<file path="config.mk">
export PLATFORM = sky130hd
export DESIGN_NAME = nocc_front
export DESIGN_NICKNAME = d
export VERILOG_FILES = /design/src/rtl/core/nocc_pkg.sv /design/src/rtl/core/nocc_front.sv
export SDC_FILE = /design/constraint.sdc
export NUM_CORES = 1
export LEC_CHECK = 0
export ABC_AREA = 1
export BUFFER_PORTS_ARGS = -buffer_cell sky130_fd_sc_hd__buf_2
export CORE_ASPECT_RATIO = 2
export CORE_MARGIN = 2
export CORE_UTILIZATION = 55
export DETAILED_ROUTE_END_ITERATION = 7
export HOLD_SLACK_MARGIN = 0.05
export PLACE_DENSITY = 0.84
export SLEW_MARGIN = 30
export SYNTH_ARGS = -nofsm -noshare
export SYNTH_HDL_FRONTEND = slang
export SYNTH_SLANG_ARGS = --single-unit
</file>
<file path="constraint.sdc">
create_clock -name clk_i -period 8.7 [get_ports clk_i]
set_clock_uncertainty 0.15 [all_clocks]
set_input_delay 1.74 -clock clk_i [delete_from_list [all_inputs] [get_ports clk_i]]
set_output_delay 1.74 -clock clk_i [all_outputs]
set_load 0.01 [all_outputs]
</file>
<file path="src/rtl/core/nocc_pkg.sv">
// ----------------------------------------------------------------------------
// nocc_pkg
// Shared types and constants of the row-splits to COO coordinate converter.
// ----------------------------------------------------------------------------
`default_nettype none

package nocc_pkg;

  localparam int unsigned MaxLevels  = 4;
  localparam int unsigned MaxSplits  = 1024;
  localparam int unsigned LvlW       = 2;
  localparam int unsigned PosW       = 10;
  localparam int unsigned CntW       = 11;
  localparam int unsigned ValW       = 32;
  localparam int unsigned NlW        = 3;
  localparam int unsigned AddrW      = LvlW + PosW;
  localparam int unsigned Depth      = MaxLevels * MaxSplits;
  localparam int unsigned InDataW    = 48;
  localparam int unsigned OutDataW   = 40;

  typedef enum logic [1:0] {
    OP_LOAD   = 2'd0,
    OP_LEAF   = 2'd1,
    OP_EXTENT = 2'd2
  } op_e;

  typedef struct packed {
    op_e                 op;
    logic [LvlW-1:0]     level;
    logic [PosW-1:0]     pos;
    logic [ValW-1:0]     value;
  } cmd_t;

endpackage

`default_nettype wire

</file>
<file path="src/rtl/core/nocc_front.sv">
// ----------------------------------------------------------------------------
// nocc_front
// Input side: accepts transfers, drops unknown operations, queues commands.
// ----------------------------------------------------------------------------
`default_nettype none

module nocc_front (
  input  wire logic                          clk_i,
  input  wire logic                          rst_ni,
  input  wire logic                          s_axis_tvalid_i,
  output logic                               s_axis_tready_o,
  input  wire logic [nocc_pkg::InDataW-1:0]  s_axis_tdata_i,
  input  wire logic [1:0]                    s_axis_tuser_i,
  output logic                               cmd_valid_o,
  output nocc_pkg::cmd_t                     cmd_o,
  input  wire logic                          cmd_pop_i
);
  import nocc_pkg::*;

  cmd_t       q_q [2];
  logic       wr_q, wr_d, rd_q, rd_d;
  logic [1:0] cnt_q, cnt_d;
  logic       known, push, acc;
  cmd_t       cmd_in;

  assign acc   = s_axis_tvalid_i && s_axis_tready_o;
  assign known = (s_axis_tuser_i == OP_LOAD) || (s_axis_tuser_i == OP_LEAF) ||
                 (s_axis_tuser_i == OP_EXTENT);
  assign push  = acc && known;

  always_comb begin
    cmd_in.op    = op_e'(s_axis_tuser_i);
    cmd_in.level = s_axis_tdata_i[1:0];
    cmd_in.pos   = s_axis_tdata_i[11:2];
    cmd_in.value = s_axis_tdata_i[43:12];
  end

  assign s_axis_tready_o = (cnt_q != 2'd2);
  assign cmd_valid_o     = (cnt_q != 2'd0);
  assign cmd_o           = q_q[rd_q];

  always_comb begin
    wr_d  = push ? ~wr_q : wr_q;
    rd_d  = cmd_pop_i ? ~rd_q : rd_q;
    cnt_d = cnt_q + {1'b0, push} - {1'b0, cmd_pop_i};
  end

  always_ff @(posedge clk_i) begin
    if (push) begin
      q_q[wr_q] <= cmd_in;
    end
  end

  always_ff @(posedge clk_i or negedge rst_ni) begin
    if (!rst_ni) begin
      wr_q  <= 1'b0;
      rd_q  <= 1'b0;
      cnt_q <= 2'd0;
    end else begin
      wr_q  <= wr_d;
      rd_q  <= rd_d;
      cnt_q <= cnt_d;
    end
  end

  a_cnt_bound: assert property (@(posedge clk_i) disable iff (!rst_ni)
    cnt_q != 2'd3) else $error("queue count out of range");
  a_no_pop_empty: assert property (@(posedge clk_i) disable iff (!rst_ni)
    cmd_pop_i |-> cnt_q != 2'd0) else $error("pop from empty queue");
  a_no_push_full: assert property (@(posedge clk_i) disable iff (!rst_ni)
    cnt_q == 2'd2 && !cmd_pop_i |=> cnt_q == 2'd2) else $error("queue overrun");

endmodule

`default_nettype wire

</file>
# Yosys cells after proc, flatten, opt, wreduce, memory -nomap -nowiden
# Memories as Yosys holds them, arrays and structs flattened.
# Cells that the tools add are included.
[word_totals] reg_bits=4 latch_bits=0 ramBits=92 romBits=0 input_bits=54 out_inout_bits=48 elab_cells=19 memories=1
[classes] addsub=2 multipliers=0 n_div=0 order_cmp=0 n_eq_ne=3 shift=0 n_mux=2 n_bitwise=2 n_reduce_logical=6
[memory_table] memory="q_q" words=2 width=46 rd=1 rd_ports_with_merged_regs=0 write_ports=1 line_no="nocc_front.sv:20" source="cmd_t q_q [2];"
[op_table] operator="2-bit by 1-bit adder with 2-bit output" n=1
[op_table] operator="2-bit by 1-bit == test with 1-bit output (second input constant)" n=1
[op_table] operator="2-bit == test (second input constant)" n=1
[op_table] operator="1-bit logical AND" n=2
[op_table] operator="2-bit logical NOT" n=1
[op_table] operator="1-bit logical OR" n=2
[op_table] operator="1-bit 2-to-1 mux" n=2
[op_table] operator="2-bit != test (second input constant)" n=1
[op_table] operator="1-bit inverter" n=2
[op_table] operator="2-bit nonzero test" n=1
[op_table] operator="2-bit by 1-bit subtractor with 2-bit output" n=1

# Longest topological paths before layout
# Gate-level depths: netlist of run 1.
[depth] word_depth=6 ltp_mapped=12 mapped_depth_nobuf=12

# Least setup slack after synthesis of run 1
# No wires, ideal clock.
[synth_timing] kind="input to register" startpoint="input s_axis_tuser_i[0]" endpoint="memory q_q[1][0] (netlist name) (enable)" setup_ns=0.450 arrival_ns=3.913 t_required_ns=8.100 path_slack_ns=4.187 cell_stages=3 path_buffers=0 path_cell_list="nand2_1 -> nand3_1 -> nor2_1"
[synth_via] elab_chain_cells=6 elab_cells_between_ends=8 cone_classes="eq/ne: 2; mux: 2; reduce/logical: 4"
[synth_rtl] item="from (decl)" line_no="nocc_front.sv:13" source="input wire logic [1:0] s_axis_tuser_i,"
[synth_rtl] item="2-bit by 1-bit == test with 1-bit output or 2-bit logical NOT (tied branches)" line_no="nocc_front.sv:27" source="assign known = (s_axis_tuser_i == OP_LOAD) || (s_axis_tuser_i == OP_LEAF) ||"
[synth_rtl] item="1-bit logical OR" line_no="nocc_front.sv:27"
[synth_rtl] item="1-bit logical OR *" line_no="nocc_front.sv:27"
[synth_rtl] item="1-bit logical AND *" line_no="nocc_front.sv:29" source="assign push = acc && known;"
[synth_rtl] item="1-bit 2-to-1 mux *" line_no="nocc_front.sv:49" source="if (push) begin"
[synth_rtl] item="1-bit 2-to-1 mux (implied by the code) *" line_no="nocc_front.sv:50" source="q_q[wr_q] <= cmd_in;"
[synth_rtl] item="to (decl)" line_no="nocc_front.sv:20"
# Mark *: on every way between the ends. The rest lies on a longest branch, timed or not.

==> report_table.html, run 1 <==
<table>
<tr><th>Metric</th><th>Value</th></tr>
<tr><th colspan="2">Clock network</th></tr>
<tr><td>Number of levels in the clock H-tree</td><td>3</td></tr>
<tr><td># hold bufs at CTS</td><td>0</td></tr>
<tr><td>Clock insertion delay at the later pin of the skew report</td><td>0.32 ns</td></tr>
<tr><td>Clock transition at the registers of the reported paths</td><td>0.06 ns</td></tr>
<tr><td>TritonCTS clock tree</td><td>yes</td></tr>
<tr><td>Post-cts repair resize count</td><td>0</td></tr>
<tr><td>Number of setup buffers added after CTS</td><td>0</td></tr>
<tr><td>CTS Root Buffer Type</td><td>clkbuf_16</td></tr>
<tr><td>Clock tree buffer depth</td><td>2</td></tr>
<tr><td>TritonCTS Buffers</td><td>9</td></tr>
<tr><td>Count of clock tree sinks</td><td>96</td></tr>
<tr><th colspan="2">Synth</th></tr>
<tr><td>Portion of the post-synthesis area used by sequential elements</td><td>0.782</td></tr>
<tr><td>Mapped Nets</td><td>approximately 230</td></tr>
<tr><td>Count of flip-flops with a built-in enable after synthesis</td><td>92</td></tr>
<tr><td>Netlist area before placement</td><td>3660 sq um</td></tr>
<tr><td>Number of flip-flops and latches in the synthesized netlist</td><td>96</td></tr>
<tr><td>Yosys warning total</td><td>0</td></tr>
<tr><td>Cell types occupying the most area after synthesis</td><td>edfxtp_1 75%, mux2_4 12%, mux2_2 4.9%</td></tr>
<tr><td>Leading area contributor after synthesis</td><td>edfxtp_1</td></tr>
<tr><td>Gate count after technology mapping</td><td>173</td></tr>
<tr><td>Most used standard cell by instance count after synthesis</td><td>edfxtp_1</td></tr>
<tr><td>Fraction of post-synthesis cell area in the top cell type by area</td><td>0.754</td></tr>
<tr><td>Distinct cell type count of the synthesized netlist</td><td>13</td></tr>
<tr><td>Predominant post-synthesis flop cell</td><td>edfxtp_1</td></tr>
<tr><td>Mapped Avg Cell Area</td><td>21.2 sq um</td></tr>
<tr><td>Most instantiated cells after synthesis</td><td>92 x edfxtp_1, 30 x mux2_4, 16 x mux2_2</td></tr>
<tr><td>Post-synth ARST share</td><td>0.0417</td></tr>
<tr><th colspan="2">Detailed routing</th></tr>
<tr><td>Number of detailed-routing iterations run before antenna repair</td><td>4</td></tr>
<tr><td>Violation count after the first detailed-routing iteration</td><td>56</td></tr>
<tr><td>Total vias in the final route</td><td>1863</td></tr>
<tr><td>Total routed wirelength</td><td>5.54 mm</td></tr>
<tr><td>Routed Antenna Nets</td><td>0</td></tr>
<tr><td>Routed WL per cell</td><td>14.9 um</td></tr>
<tr><td>Post-DR vias/cell</td><td>5.02</td></tr>
<tr><td>DR DRC count</td><td>0</td></tr>
<tr><th colspan="2">Timing</th></tr>
<tr><td>Worst hold margin</td><td>0.340 ns</td></tr>
<tr><td>Post-route clock period utilization</td><td>0.461</td></tr>
<tr><td>Total of endpoints with negative setup slack in the final report</td><td>0</td></tr>
<tr><td>Final TNS setup</td><td>0 ns</td></tr>
<tr><td>Setup repair after global routing missed its margin</td><td>no</td></tr>
<tr><td>Least-Margin Pin Slew</td><td>about 0.78 ns</td></tr>
<tr><td>Top achievable clock speed</td><td>roughly 250 MHz</td></tr>
<tr><td>Final critical delay including setup and external delays</td><td>approximately 4 ns</td></tr>
<tr><td>Slew Limit Fails</td><td>0</td></tr>
<tr><td>Relative slew slack</td><td>0.480</td></tr>
<tr><td>Final hold viol count</td><td>0</td></tr>
<tr><th colspan="2">Flow run</th></tr>
<tr><td>Number of maximum-capacitance violations</td><td>0</td></tr>
<tr><th colspan="2">Die</th></tr>
<tr><td>Chip Width</td><td>61.7 um</td></tr>
<tr><td>Area of the placeable core</td><td>~6500 sq um</td></tr>
<tr><td>Standard-cell row count</td><td>42</td></tr>
<tr><td>Starting density of the core</td><td>0.562</td></tr>
<tr><td>Total die area</td><td>around 7400 sq um</td></tr>
<tr><td>Die Ht</td><td>between 100 and 150 um</td></tr>
<tr><td>Number of top-level pins</td><td>102</td></tr>
<tr><th colspan="2">Power and ir drop</th></tr>
<tr><td>Clock share of power</td><td>0.254</td></tr>
<tr><td>Fraction of power spent switching nets</td><td>0.271</td></tr>
<tr><td>Internal Pwr Total</td><td>around 0.0010 W</td></tr>
<tr><td>Sequential cell fraction of total power</td><td>0.458</td></tr>
<tr><td>Sw power</td><td>~0.00038 W</td></tr>
<tr><td>PwrDens</td><td>about 310 nW/um^2</td></tr>
<tr><td>Relative contribution of combinational cells to total power</td><td>0.287</td></tr>
<tr><td>Reported leakage power</td><td>1.82 nW</td></tr>
<tr><td>Maximum vdd ir drop</td><td>between 0.2 and 0.25 mV</td></tr>
<tr><th colspan="2">Layout</th></tr>
<tr><td>Post-Route Utilization</td><td>0.693</td></tr>
<tr><td>Number of inserted filler cells in the final layout</td><td>463</td></tr>
<tr><td>Area grow syn2layout</td><td>23.2%</td></tr>
<tr><td>Final antenna diode count</td><td>0</td></tr>
<tr><td>Final design area excluding fillers</td><td>4510 sq um</td></tr>
<tr><td>Fraction of layout instances using a drive strength above 1</td><td>0.565</td></tr>
<tr><td>Post-layout nets</td><td>about 330</td></tr>
<tr><th colspan="2">Place</th></tr>
<tr><td>Gpl congestion</td><td>around 0.64</td></tr>
<tr><td>Area post-placement</td><td>4230 sq um</td></tr>
<tr><td>Detailed-placement wirelength estimate</td><td>between 3 and 4 mm</td></tr>
<tr><td>Port Buf Inserts</td><td>97</td></tr>
<tr><th colspan="2">GRT</th></tr>
<tr><td>Overall global routing resource usage</td><td>0.158</td></tr>
<tr><td>Number of global-route vias before repair</td><td>slightly above 2000</td></tr>
<tr><td>Largest net degree at the start of global routing</td><td>47</td></tr>
<tr><td>Overflow left after global routing</td><td>0</td></tr>
<tr><td>Global-route wire length before repair</td><td>approximately 8.4 mm</td></tr>
<tr><td>Number of antenna violations at the first check in global routing</td><td>0</td></tr>
<tr><th colspan="2">Critical path</th></tr>
<tr><td>WP data required</td><td>roughly 7 ns</td></tr>
<tr><td>Crit Path Category</td><td>flip-flop to output port</td></tr>
<tr><td>Critical-path maximum fanout</td><td>26</td></tr>
<tr><td>Worst Setup End Kind</td><td>output port</td></tr>
<tr><td>Worst reg2reg path depth</td><td>4</td></tr>
<tr><td>CP Data Arrival Time</td><td>between 2 and 2.5 ns</td></tr>
<tr><td>Worst setup SP type</td><td>flip-flop</td></tr>
<tr><td>Crit Reg-Reg Startpoint</td><td>cnt_q[1]$_DFF_PN0_</td></tr>
<tr><td>Crit path from</td><td>rd_q$_DFFE_PN0P_</td></tr>
<tr><th colspan="2">Status</th></tr>
<tr><td>Status</td><td>complete, no violations</td></tr>
<tr><th colspan="2">Worst hold path</th></tr>
<tr><td>Cell depth of the worst min-delay path</td><td>2</td></tr>
<tr><td>Min-delay src</td><td>wr_q$_DFFE_PN0P_</td></tr>
<tr><td>Hold Path Class</td><td>flip-flop to flip-flop</td></tr>
</table>
## metal layers
metal | part of all wire | global-route usage | vias up
met5 | 0 | 0 | -
met4 | 0.014 | 0.0718 | 0
li1 | - | - | 871
met1 | 0.36 | 0.150 | 897
met3 | 0.088 | 0.0662 | 6
met2 | 0.54 | 0.275 | 89
## critical path: stages, from the launching register on
cell and delay, ns:
dfrtp_2 0.76, buf_4 0.49, mux2_2 0.39, buf_2 0.14
## path summary, 6_finish.rpt
check,endpoint,slack [ns]
setup / recovery,cmd_o[41],4.69
hold / removal,wr_q$_DFFE_PN0P_,0.34
setup reg to reg,q_q[1][30]$_DFFE_PP_,6.47
hold reg to reg,wr_q$_DFFE_PN0P_,0.34
max in group asynchronous,rd_q$_DFFE_PN0P_,7.20
min in group asynchronous,rd_q$_DFFE_PN0P_,1.06
## logic make-up after synthesis
logic type | count (synthesis) | share of synthesized area
xor+xnor | 1 | 0.00239
fa+ha+maj | 1 | 0.00342
buf+inv | 12 | 0.0208
flops | 96 | 0.782
mux | 46 | 0.172
simple gates | 17 | 0.0195
## registers in the layout, summed over array words and instances (netlist names)
register / flops
rd_q: 1
q_q: 92
cnt_q: 2
wr_q: 1
## final cells by class
| class | count | area, sq um | share of cell area |
|---|---|---|---|
| clock buffer | 11 | 233 | 0.0516 |
| inverter | 7 | 27.5 | 0.00610 |
| sequential | 96 | 2860 | 0.635 |
| tap | 88 | 110 | 0.0244 |
| clock inverter | 5 | 47.5 | 0.0105 |
| multi-input combinational | 65 | 731 | 0.162 |
| timing repair buffer | 99 | 500 | 0.111 |
## cells in the final DEF (no fill, tap or decap), types with 3 or more instances in the layout
cell       instances
buf_2             97
inv_1              6
clkbuf_16          9
nand2_1           12
clkinv_2           3
mux2_4            30
dfrtp_1            3
mux2_2            16
edfxtp_1          92
## power groups by stage
stage | Clock, W | Combinational, W | Sequential (W)
after floorplan | 0 | 0.000315 | 0.000633
after global placement | 0 | 0.000404 | 0.000657
after detailed placement | 0 | 0.000415 | 0.000663
after CTS | 0.000370 | 0.000416 | 0.000653
after global routing | 0.000385 | 0.000445 | 0.000661
final | 0.000361 | 0.000408 | 0.000651
## per-stage QoR
step           power, W  setup WS, ns  instances
6_report        0.00142          4.69        371
5_1_grt         0.00149          4.57        371
4_1_cts         0.00144          4.63        371
3_5_place_dp    0.00108          4.98        355
3_3_place_gp    0.00106          5.00        355
2_1_floorplan  0.000948          4.19        173
Note: power is estimated with default switching activity, not from simulation.
==> run 2, diff against run 1 <==
- CORE_UTILIZATION: 55 -> 46
- PLACE_DENSITY: 0.84 -> 0.75
- clock period: 8.7 -> 3.3 ns (I/O delays scaled with it)
==> run 2 against run 1 <==
Wire length grew 6.8%. Worst setup slack lost 4.1 ns. Clock power grew to 2.8 times the previous value. Register-to-register slack lost 5.1 ns. Clock-buffer cell count grew 2. Cell count grew 3.2%. Global-route usage shrank 1.0 points. Non-clock buffer count grew 4. Critical endpoint is now cmd_o[45]. Largest power group unchanged. Highest routed layer unchanged.
==> report_table.html, run 2 (same netlist as run 1, synthesis figures left out) <==
<table>
<tr><th>Metric</th><th>Value</th></tr>
<tr><th colspan="2">Detailed routing</th></tr>
<tr><td>Routed WL per cell</td><td>15.4 um (+3.4%)</td></tr>
<tr><td>Total routed wirelength</td><td>5.92 mm (+6.8%)</td></tr>
<tr><td>Routed Antenna Nets</td><td>0 (unchanged)</td></tr>
<tr><td>Total vias in the final route</td><td>1886 (+1.2%)</td></tr>
<tr><td>Violation count after the first detailed-routing iteration</td><td>83 (+48%)</td></tr>
<tr><td>Number of detailed-routing iterations run before antenna repair</td><td>4 (unchanged)</td></tr>
<tr><td>Post-DR vias/cell</td><td>4.92 (-1.9%)</td></tr>
<tr><td>DR DRC count</td><td>0 (unchanged)</td></tr>
<tr><th colspan="2">Timing</th></tr>
<tr><td>Setup slack of the critical path after layout</td><td>0.544 ns (-4.14 ns)</td></tr>
<tr><td>Total of endpoints with negative setup slack in the final report</td><td>0 (unchanged)</td></tr>
<tr><td>Final critical delay including setup and external delays</td><td>around 2.8 ns</td></tr>
<tr><td>Final TNS setup</td><td>0 ns (unchanged)</td></tr>
<tr><td>Setup repair after global routing missed its margin</td><td>no</td></tr>
<tr><td>Post-route clock period utilization</td><td>0.835</td></tr>
<tr><td>Final hold viol count</td><td>0 (unchanged)</td></tr>
<tr><td>Least-Margin Pin Slew</td><td>0.643 ns (-0.137 ns)</td></tr>
<tr><td>Relative slew slack</td><td>0.571 (+0.0917)</td></tr>
<tr><td>Top achievable clock speed</td><td>363 MHz</td></tr>
<tr><td>Slew Limit Fails</td><td>0 (unchanged)</td></tr>
<tr><th colspan="2">Critical path</th></tr>
<tr><td>Register-to-register setup slack</td><td>1.42 ns (-5.05 ns)</td></tr>
<tr><td>CP Data Arrival Time</td><td>1.95 ns (-0.17 ns)</td></tr>
<tr><td>Crit Reg-Reg Startpoint</td><td>cnt_q[1]$_DFF_PN0_</td></tr>
<tr><td>Worst Setup End Kind</td><td>output port</td></tr>
<tr><td>Crit Path Category</td><td>flip-flop to output port</td></tr>
<tr><td>Endpoint of the lowest-slack register-to-register path</td><td>q_q[0][27]$_DFFE_PP_</td></tr>
<tr><td>WP data required</td><td>2.49 ns (-4.32 ns)</td></tr>
<tr><td>Worst setup SP type</td><td>flip-flop</td></tr>
<tr><td>Worst reg2reg path depth</td><td>4 (unchanged)</td></tr>
<tr><td>Critical-path maximum fanout</td><td>27 (+3.8%)</td></tr>
<tr><th colspan="2">Power and ir drop</th></tr>
<tr><td>Fraction of power spent switching nets</td><td>0.271 (+0.000445)</td></tr>
<tr><td>PwrDens</td><td>839 nW/um^2 (+170%)</td></tr>
<tr><td>Total power</td><td>0.00385 W (+170%)</td></tr>
<tr><td>Clock share of power</td><td>0.263 (+0.009)</td></tr>
<tr><td>Sw power</td><td>0.00104 W (+170%)</td></tr>
<tr><td>Internal Pwr Total</td><td>0.00281 W (+170%)</td></tr>
<tr><td>Relative contribution of combinational cells to total power</td><td>0.290 (+0.003)</td></tr>
<tr><td>Sequential cell fraction of total power</td><td>0.446 (-0.012)</td></tr>
<tr><td>Reported leakage power</td><td>1.86 nW (+2.0%)</td></tr>
<tr><td>Maximum vdd ir drop</td><td>0.481 mV (+130%)</td></tr>
<tr><th colspan="2">Place</th></tr>
<tr><td>Gpl congestion</td><td>0.726 (+13%)</td></tr>
<tr><td>Detailed-placement wirelength estimate</td><td>4.05 mm (+3.9%)</td></tr>
<tr><td>Port Buf Inserts</td><td>97 (unchanged)</td></tr>
<tr><td>Dpl cells</td><td>366 (+3.1%)</td></tr>
<tr><td>Post-placement setup slack</td><td>0.874 ns (-4.11 ns)</td></tr>
<tr><th colspan="2">GRT</th></tr>
<tr><td>Number of global-route vias before repair</td><td>1905 (-7.3%)</td></tr>
<tr><td>M3 GR Usage</td><td>0.0474 (-0.0188)</td></tr>
<tr><td>Largest net degree at the start of global routing</td><td>28 (-40%)</td></tr>
<tr><td>Met1 usage</td><td>0.175 (+0.0243)</td></tr>
<tr><td>Overall global routing resource usage</td><td>0.148 (-0.0104)</td></tr>
<tr><td>Met2 routing resource usage after global routing</td><td>0.239 (-0.0356)</td></tr>
<tr><td>Layer with the highest usage</td><td>met2</td></tr>
<tr><td>Number of antenna violations at the first check in global routing</td><td>0 (unchanged)</td></tr>
<tr><td>Overflow left after global routing</td><td>0 (unchanged)</td></tr>
<tr><td>Global-route wire length before repair</td><td>9.18 mm (+9.5%)</td></tr>
<tr><th colspan="2">Layout</th></tr>
<tr><td>Final antenna diode count</td><td>0 (unchanged)</td></tr>
<tr><td>Area used by multi-input combinational logic</td><td>731 sq um (unchanged)</td></tr>
<tr><td>Regs by FF count</td><td>q_q x92, cnt_q x2</td></tr>
<tr><td>Post-Route Utilization</td><td>0.586 (-0.107)</td></tr>
<tr><td>Register area</td><td>2860 sq um (unchanged)</td></tr>
<tr><td>Biggest register</td><td>q_q</td></tr>
<tr><td>Post-layout nets</td><td>337 (+1.2%)</td></tr>
<tr><td>Fraction of layout instances using a drive strength above 1</td><td>0.575 (+0.00954)</td></tr>
<tr><td>Post-Layout Cell Count</td><td>383 (+3.2%)</td></tr>
<tr><td>Area grow syn2layout</td><td>25.2%</td></tr>
<tr><td>Largest register FFs</td><td>92 (unchanged)</td></tr>
<tr><td>Most common cell after layout, fill and taps aside</td><td>buf_2</td></tr>
<tr><td>Number of inserted filler cells in the final layout</td><td>629 (+36%)</td></tr>
<tr><td>Top library cells by usage in the layout, fill and taps aside</td><td>97 x buf_2, 92 x edfxtp_1, 30 x mux2_4, 16 x mux2_2, 12 x nand2_1</td></tr>
<tr><th colspan="2">Clock network</th></tr>
<tr><td>Clock transition at the registers of the reported paths</td><td>0.06 ns (about the same)</td></tr>
<tr><td>TritonCTS clock tree</td><td>yes</td></tr>
<tr><td>CTS Root Buffer Type</td><td>clkbuf_16</td></tr>
<tr><td>Clock tree buffer depth</td><td>2 (unchanged)</td></tr>
<tr><td># hold bufs at CTS</td><td>1 (+1)</td></tr>
<tr><td>Number of setup buffers added after CTS</td><td>0 (unchanged)</td></tr>
<tr><td>TritonCTS Buffers</td><td>9 (unchanged)</td></tr>
<tr><td>Post-cts repair resize count</td><td>0 (unchanged)</td></tr>
<tr><td>Number of levels in the clock H-tree</td><td>3 (unchanged)</td></tr>
<tr><td>Count of clock tree sinks</td><td>96 (unchanged)</td></tr>
<tr><td>Clock insertion delay at the later pin of the skew report</td><td>0.33 ns (about the same)</td></tr>
<tr><th colspan="2">Flow run</th></tr>
<tr><td>Number of maximum-capacitance violations</td><td>0 (unchanged)</td></tr>
<tr><th colspan="2">Die</th></tr>
<tr><td>Chip Width</td><td>67.1 um (+8.7%)</td></tr>
<tr><td>Starting density of the core</td><td>0.468 (-0.0941)</td></tr>
<tr><td>Die Ht</td><td>130 um (+9.0%)</td></tr>
<tr><td>Number of top-level pins</td><td>102 (unchanged)</td></tr>
<tr><td>Area of the placeable core</td><td>7830 sq um (+20%)</td></tr>
<tr><td>Standard-cell row count</td><td>46 (+9.5%)</td></tr>
<tr><td>Total die area</td><td>8730 sq um (+19%)</td></tr>
<tr><th colspan="2">Worst hold path</th></tr>
<tr><td>Hold Path Class</td><td>flip-flop to flip-flop</td></tr>
<tr><td>Min-delay src</td><td>wr_q$_DFFE_PN0P_</td></tr>
<tr><td>Worst min-delay path endpoint</td><td>wr_q$_DFFE_PN0P_</td></tr>
<tr><td>Cell depth of the worst min-delay path</td><td>2 (unchanged)</td></tr>
<tr><th colspan="2">Status</th></tr>
<tr><td>Status</td><td>complete, no violations</td></tr>
</table>
-- run 2: area by class of cell --
| cell class | count | area share |
|---|---|---|
| Clock buffer | 13 | 0.0567 |
| Multi-Input combinational cell | 65 | 0.159 |
| Inverter | 7 | 0.00573 |
| Timing Repair Buffer | 103 | 0.119 |
| Tap cell | 96 | 0.0262 |
| Clock inverter | 3 | 0.00873 |
| Sequential cell | 96 | 0.624 |
-- run 2: power groups by stage --
stage / combinational (W) / sequential [W] / clock [W]
3_5_place_dp: 0.00114 / 0.00175 / 0
5_1_grt: 0.00122 / 0.00174 / 0.00109
4_1_cts: 0.00114 / 0.00172 / 0.00104
2_1_floorplan: 0.000832 / 0.00167 / 0
3_3_place_gp: 0.00111 / 0.00173 / 0
6_report: 0.00112 / 0.00172 / 0.00101
-- run 2: routing by layer --
layer  vias to the layer above  share of wire
met2                        93           0.50
met1                       899           0.40
li1                        883              -
met4                         0          0.017
met5                         -              0
met3                        11          0.078
-- run 2: how the worst max path moves through the flow --
stage | slack (ns) | to | start | cells past startpoint
after floorplan | 0.63 | q_q[1][0]$_DFFE_PP_ | s_axis_tuser_i[0] | 3
after global placement | 0.89 | cmd_o[45] | rd_q$_DFFE_PN0P_ | 3
after detailed placement | 0.87 | cmd_o[45] | rd_q$_DFFE_PN0P_ | 3
after CTS | 0.50 | cmd_o[45] | rd_q$_DFFE_PN0P_ | 3
after global routing | 0.46 | cmd_o[41] | rd_q$_DFFE_PN0P_ | 3
final | 0.54 | cmd_o[45] | rd_q$_DFFE_PN0P_ | 3
-- run 2: per-stage QoR --
step                      hold WS (ns)  area (sq um)
after floorplan                  0.214          3660
after global placement           0.305          4280
after detailed placement         0.317          4280
after CTS                        0.332          4590
after global routing             0.343          4590
final                            0.330          4590
-- run 2: worst max-delay path, stage by stage, from the launching register on --
cell	delay, ns
dfrtp_2	0.78
buf_12	0.29
mux2_2	0.38
buf_2	0.14
==> run 3, diff against run 2 <==
- ABC_AREA: 1 -> 0
- CORE_UTILIZATION: 46 -> 51
- PLACE_DENSITY: 0.75 -> 0.79
- clock period: 3.3 -> 2.6 ns (I/O delays scaled with it)
==> run 3 against run 2 <==
Synthesized cell count is 6.4% lower. Total power is 31% higher. Sequential cell count stayed put. Critical endpoint is now cmd_o[42]. Highest routed layer unchanged.
==> report_table.html, run 3 <==
<table>
<tr><th>Metric</th><th>Value</th></tr>
<tr><th colspan="2">GRT</th></tr>
<tr><td>Overall global routing resource usage</td><td>0.159 (+0.0117)</td></tr>
<tr><td>Number of global-route vias before repair</td><td>1888 (-0.89%)</td></tr>
<tr><td>Number of antenna violations at the first check in global routing</td><td>0 (unchanged)</td></tr>
<tr><td>Global-route wire length before repair</td><td>8.91 mm (-2.9%)</td></tr>
<tr><td>Largest net degree at the start of global routing</td><td>25 (-11%)</td></tr>
<tr><td>Overflow left after global routing</td><td>0 (unchanged)</td></tr>
<tr><th colspan="2">Critical path</th></tr>
<tr><td>Worst setup SP type</td><td>flip-flop</td></tr>
<tr><td>Critical-path maximum fanout</td><td>24 (-11%)</td></tr>
<tr><td>Crit Path Category</td><td>flip-flop to output port</td></tr>
<tr><td>WP data required</td><td>1.93 ns (-0.56 ns)</td></tr>
<tr><td>Worst Setup End Kind</td><td>output port</td></tr>
<tr><td>CP Data Arrival Time</td><td>1.60 ns (-0.35 ns)</td></tr>
<tr><th colspan="2">Power and ir drop</th></tr>
<tr><td>Sequential cell fraction of total power</td><td>0.420 (-0.026)</td></tr>
<tr><td>Sw power</td><td>0.00132 W (+27%)</td></tr>
<tr><td>Internal Pwr Total</td><td>0.00372 W (+33%)</td></tr>
<tr><td>Relative contribution of combinational cells to total power</td><td>0.296 (+0.006)</td></tr>
<tr><td>Clock share of power</td><td>0.284 (+0.021)</td></tr>
<tr><td>PwrDens</td><td>1100 nW/um^2 (+31%)</td></tr>
<tr><td>Maximum vdd ir drop</td><td>0.990 mV (+110%)</td></tr>
<tr><td>Fraction of power spent switching nets</td><td>0.262 (-0.00914)</td></tr>
<tr><td>Reported leakage power</td><td>1.83 nW (-1.8%)</td></tr>
<tr><th colspan="2">Layout</th></tr>
<tr><td>Post-layout nets</td><td>327 (-3.0%)</td></tr>
<tr><td>Area used by multi-input combinational logic</td><td>737 sq um (+0.86%)</td></tr>
<tr><td>Biggest register</td><td>q_q</td></tr>
<tr><td>Regs by FF count</td><td>q_q x92, cnt_q x2</td></tr>
<tr><td>Final design area excluding fillers</td><td>4600 sq um (+0.25%)</td></tr>
<tr><td>Register area</td><td>2860 sq um (unchanged)</td></tr>
<tr><td>Fraction of layout instances using a drive strength above 1</td><td>0.606 (+0.0316)</td></tr>
<tr><td>Area grow syn2layout</td><td>26.2%</td></tr>
<tr><td>Most common cell after layout, fill and taps aside</td><td>buf_2</td></tr>
<tr><td>Post-Layout Cell Count</td><td>367 (-4.2%)</td></tr>
<tr><td>Number of inserted filler cells in the final layout</td><td>487 (-23%)</td></tr>
<tr><td>Top library cells by usage in the layout, fill and taps aside</td><td>97 x buf_2, 92 x edfxtp_1, 30 x mux2_4, 16 x mux2_2, 9 x clkbuf_16</td></tr>
<tr><td>Largest register FFs</td><td>92 (unchanged)</td></tr>
<tr><td>Final antenna diode count</td><td>0 (unchanged)</td></tr>
<tr><th colspan="2">Place</th></tr>
<tr><td>Detailed-placement wirelength estimate</td><td>4.02 mm (-0.79%)</td></tr>
<tr><td>Gpl congestion</td><td>0.672 (-7.5%)</td></tr>
<tr><td>Port Buf Inserts</td><td>97 (unchanged)</td></tr>
<tr><td>Area post-placement</td><td>4250 sq um (-0.59%)</td></tr>
<tr><td>Dpl cells</td><td>350 (-4.4%)</td></tr>
<tr><th colspan="2">Clock network</th></tr>
<tr><td>TritonCTS clock tree</td><td>yes</td></tr>
<tr><td>Clock tree buffer depth</td><td>2 (unchanged)</td></tr>
<tr><td>Clock transition at the registers of the reported paths</td><td>0.06 ns (about the same)</td></tr>
<tr><td>Count of clock tree sinks</td><td>96 (unchanged)</td></tr>
<tr><td>TritonCTS Buffers</td><td>9 (unchanged)</td></tr>
<tr><td>Number of setup buffers added after CTS</td><td>0 (unchanged)</td></tr>
<tr><td>Clock insertion delay at the later pin of the skew report</td><td>0.33 ns (about the same)</td></tr>
<tr><td>Number of levels in the clock H-tree</td><td>3 (unchanged)</td></tr>
<tr><td>CTS Root Buffer Type</td><td>clkbuf_16</td></tr>
<tr><td>Post-cts repair resize count</td><td>0 (unchanged)</td></tr>
<tr><th colspan="2">Die</th></tr>
<tr><td>Standard-cell row count</td><td>43 (-6.5%)</td></tr>
<tr><td>Starting density of the core</td><td>0.525 (+0.0569)</td></tr>
<tr><td>Die Ht</td><td>124 um (-5.1%)</td></tr>
<tr><td>Chip Width</td><td>63.8 um (-5.0%)</td></tr>
<tr><td>Number of top-level pins</td><td>102 (unchanged)</td></tr>
<tr><td>Area of the placeable core</td><td>6940 sq um (-11%)</td></tr>
<tr><td>Total die area</td><td>7870 sq um (-9.8%)</td></tr>
<tr><th colspan="2">Status</th></tr>
<tr><td>Status</td><td>complete, no violations</td></tr>
<tr><th colspan="2">Synth</th></tr>
<tr><td>Distinct cell type count of the synthesized netlist</td><td>16 (+3)</td></tr>
<tr><td>Gate count after technology mapping</td><td>162 (-6.4%)</td></tr>
<tr><td>Predominant post-synthesis flop cell</td><td>edfxtp_1</td></tr>
<tr><td>Most instantiated cells after synthesis</td><td>92 x edfxtp_1, 30 x mux2_4, 16 x mux2_2</td></tr>
<tr><td>Most used standard cell by instance count after synthesis</td><td>edfxtp_1</td></tr>
<tr><td>Number of flip-flops and latches in the synthesized netlist</td><td>96 (unchanged)</td></tr>
<tr><td>Portion of the post-synthesis area used by sequential elements</td><td>0.786 (+0.00430)</td></tr>
<tr><td>Mapped Avg Cell Area</td><td>22.5 sq um (+6.2%)</td></tr>
<tr><td>Leading area contributor after synthesis</td><td>edfxtp_1</td></tr>
<tr><td>Count of flip-flops with a built-in enable after synthesis</td><td>92 (unchanged)</td></tr>
<tr><td>Netlist area before placement</td><td>3640 sq um (-0.55%)</td></tr>
<tr><td>Post-synth ARST share</td><td>0.0417 (unchanged)</td></tr>
<tr><td>Cell types occupying the most area after synthesis</td><td>edfxtp_1 76%, mux2_4 12%, mux2_2 4.9%</td></tr>
<tr><td>Fraction of post-synthesis cell area in the top cell type by area</td><td>0.759 (+0.00415)</td></tr>
<tr><td>Yosys warning total</td><td>0 (unchanged)</td></tr>
<tr><td>Mapped Nets</td><td>217 (-4.8%)</td></tr>
<tr><th colspan="2">Timing</th></tr>
<tr><td>Total of endpoints with negative setup slack in the final report</td><td>0 (unchanged)</td></tr>
<tr><td>Post-route clock period utilization</td><td>0.873</td></tr>
<tr><td>Slew Limit Fails</td><td>0 (unchanged)</td></tr>
<tr><td>Relative slew slack</td><td>0.721 (+0.149)</td></tr>
<tr><td>Top achievable clock speed</td><td>about 440 MHz</td></tr>
<tr><td>Setup repair after global routing missed its margin</td><td>no</td></tr>
<tr><td>Final critical delay including setup and external delays</td><td>2.27 ns</td></tr>
<tr><td>Least-Margin Pin Slew</td><td>0.419 ns (-0.224 ns)</td></tr>
<tr><td>Worst hold margin</td><td>0.225 ns (-0.105 ns)</td></tr>
<tr><td>Final hold viol count</td><td>0 (unchanged)</td></tr>
<tr><th colspan="2">Worst hold path</th></tr>
<tr><td>Hold Path Class</td><td>primary input to flip-flop</td></tr>
<tr><th colspan="2">Detailed routing</th></tr>
<tr><td>DR DRC count</td><td>0 (unchanged)</td></tr>
<tr><td>Post-DR vias/cell</td><td>4.90 (-0.51%)</td></tr>
<tr><td>Routed Antenna Nets</td><td>0 (unchanged)</td></tr>
<tr><td>Total routed wirelength</td><td>5.81 mm (-1.8%)</td></tr>
<tr><td>Violation count after the first detailed-routing iteration</td><td>48 (-42%)</td></tr>
<tr><td>Routed WL per cell</td><td>15.8 um (+2.5%)</td></tr>
<tr><td>Total vias in the final route</td><td>1798 (-4.7%)</td></tr>
<tr><td>Number of detailed-routing iterations run before antenna repair</td><td>4 (unchanged)</td></tr>
<tr><th colspan="2">Flow run</th></tr>
<tr><td>Number of maximum-capacitance violations</td><td>0 (unchanged)</td></tr>
</table>
[run 3: per-layer routing]
layer | share of wire | wire length [um] | GRT usage | up-vias
li1 | - | - | - | 851
met1 | 0.32 | 1860 | 0.149 | 877
met2 | 0.60 | 3480 | 0.291 | 62
met3 | 0.061 | 353 | 0.0619 | 8
met4 | 0.020 | 114 | 0.0870 | 0
met5 | 0 | 0 | 0 | -
[run 3: what timing repair did]
| item | 4_1_cts | 5_1_grt |
|---|---|---|
| setup endpoints to repair | 0 | 0 |
| hold endpoints to repair | 4 | 0 |
| hold buffers | 1 | 0 |
[run 3: area by class of cell]
type / instances / share of cell area
Sequential cell: 96 / 0.623
Multi-Input combinational cell: 59 / 0.160
Timing Repair Buffer: 104 / 0.118
Clock buffer: 10 / 0.0498
Tap cell: 90 / 0.0245
Clock inverter: 6 / 0.0234
Inverter: 2 / 0.00163
[run 3: critical path: stages (launching register included)]
cell and delay [ns]:
dfrtp_2 0.36, buf_4 0.38, mux2_2 0.39, buf_2 0.14
[run 3: power groups by stage]
stage	Clock (W)	Combinational, W	Sequential [W]
6_report	0.00143	0.00149	0.00211
5_1_grt	0.00152	0.00161	0.00214
4_1_cts	0.00147	0.00152	0.00212
3_5_place_dp	0	0.00152	0.00215
3_3_place_gp	0	0.00150	0.00213
2_1_floorplan	0	0.00106	0.00214
[run 3: worst paths after layout]
path / from / to / slack [ns] / cells after the start
worst max-delay path: rd_q$_DFFE_PN0P_ / cmd_o[42] / 0.33 / 3
worst min-delay path: s_axis_tdata_i[29] / q_q[0][17]$_DFFE_PP_ / 0.23 / 1
worst max register to register: cnt_q[1]$_DFF_PN0_ / q_q[0][34]$_DFFE_PP_ / 0.74 / 4
worst min register to register: cnt_q[0]$_DFF_PN0_ / cnt_q[0]$_DFF_PN0_ / 0.37 / 1
max in group asynchronous: rst_ni / rd_q$_DFFE_PN0P_ / 1.77 / 2
min in group asynchronous: rst_ni / cnt_q[0]$_DFF_PN0_ / 0.39 / 2
[run 3: stage by stage]
| step | total power [W] | setup slack [ns] | setup TNS [ns] | utilization |
|---|---|---|---|---|
| 2_1_floorplan | 0.00320 | -0.715 | -65.77 | - |
| 3_3_place_gp | 0.00362 | 0.619 | 0 | 0.613 |
| 3_5_place_dp | 0.00366 | 0.569 | 0 | 0.613 |
| 4_1_cts | 0.00511 | 0.291 | 0 | 0.663 |
| 5_1_grt | 0.00528 | 0.238 | 0 | 0.663 |
| 6_report | 0.00504 | 0.331 | 0 | 0.663 |
[run 3: logic make-up after synthesis]
kind of cell | Yosys count | synth area share
multiplexers | 46 | 0.173
flip-flops | 96 | 0.786
adder cells (fa/ha/maj) | 1 | 0.00343
buffers and inverters | 7 | 0.0158
AND/OR/NAND/NOR | 6 | 0.00790
AO/OA/AOI/OAI | 1 | 0.00172
XOR/XNOR | 5 | 0.0120
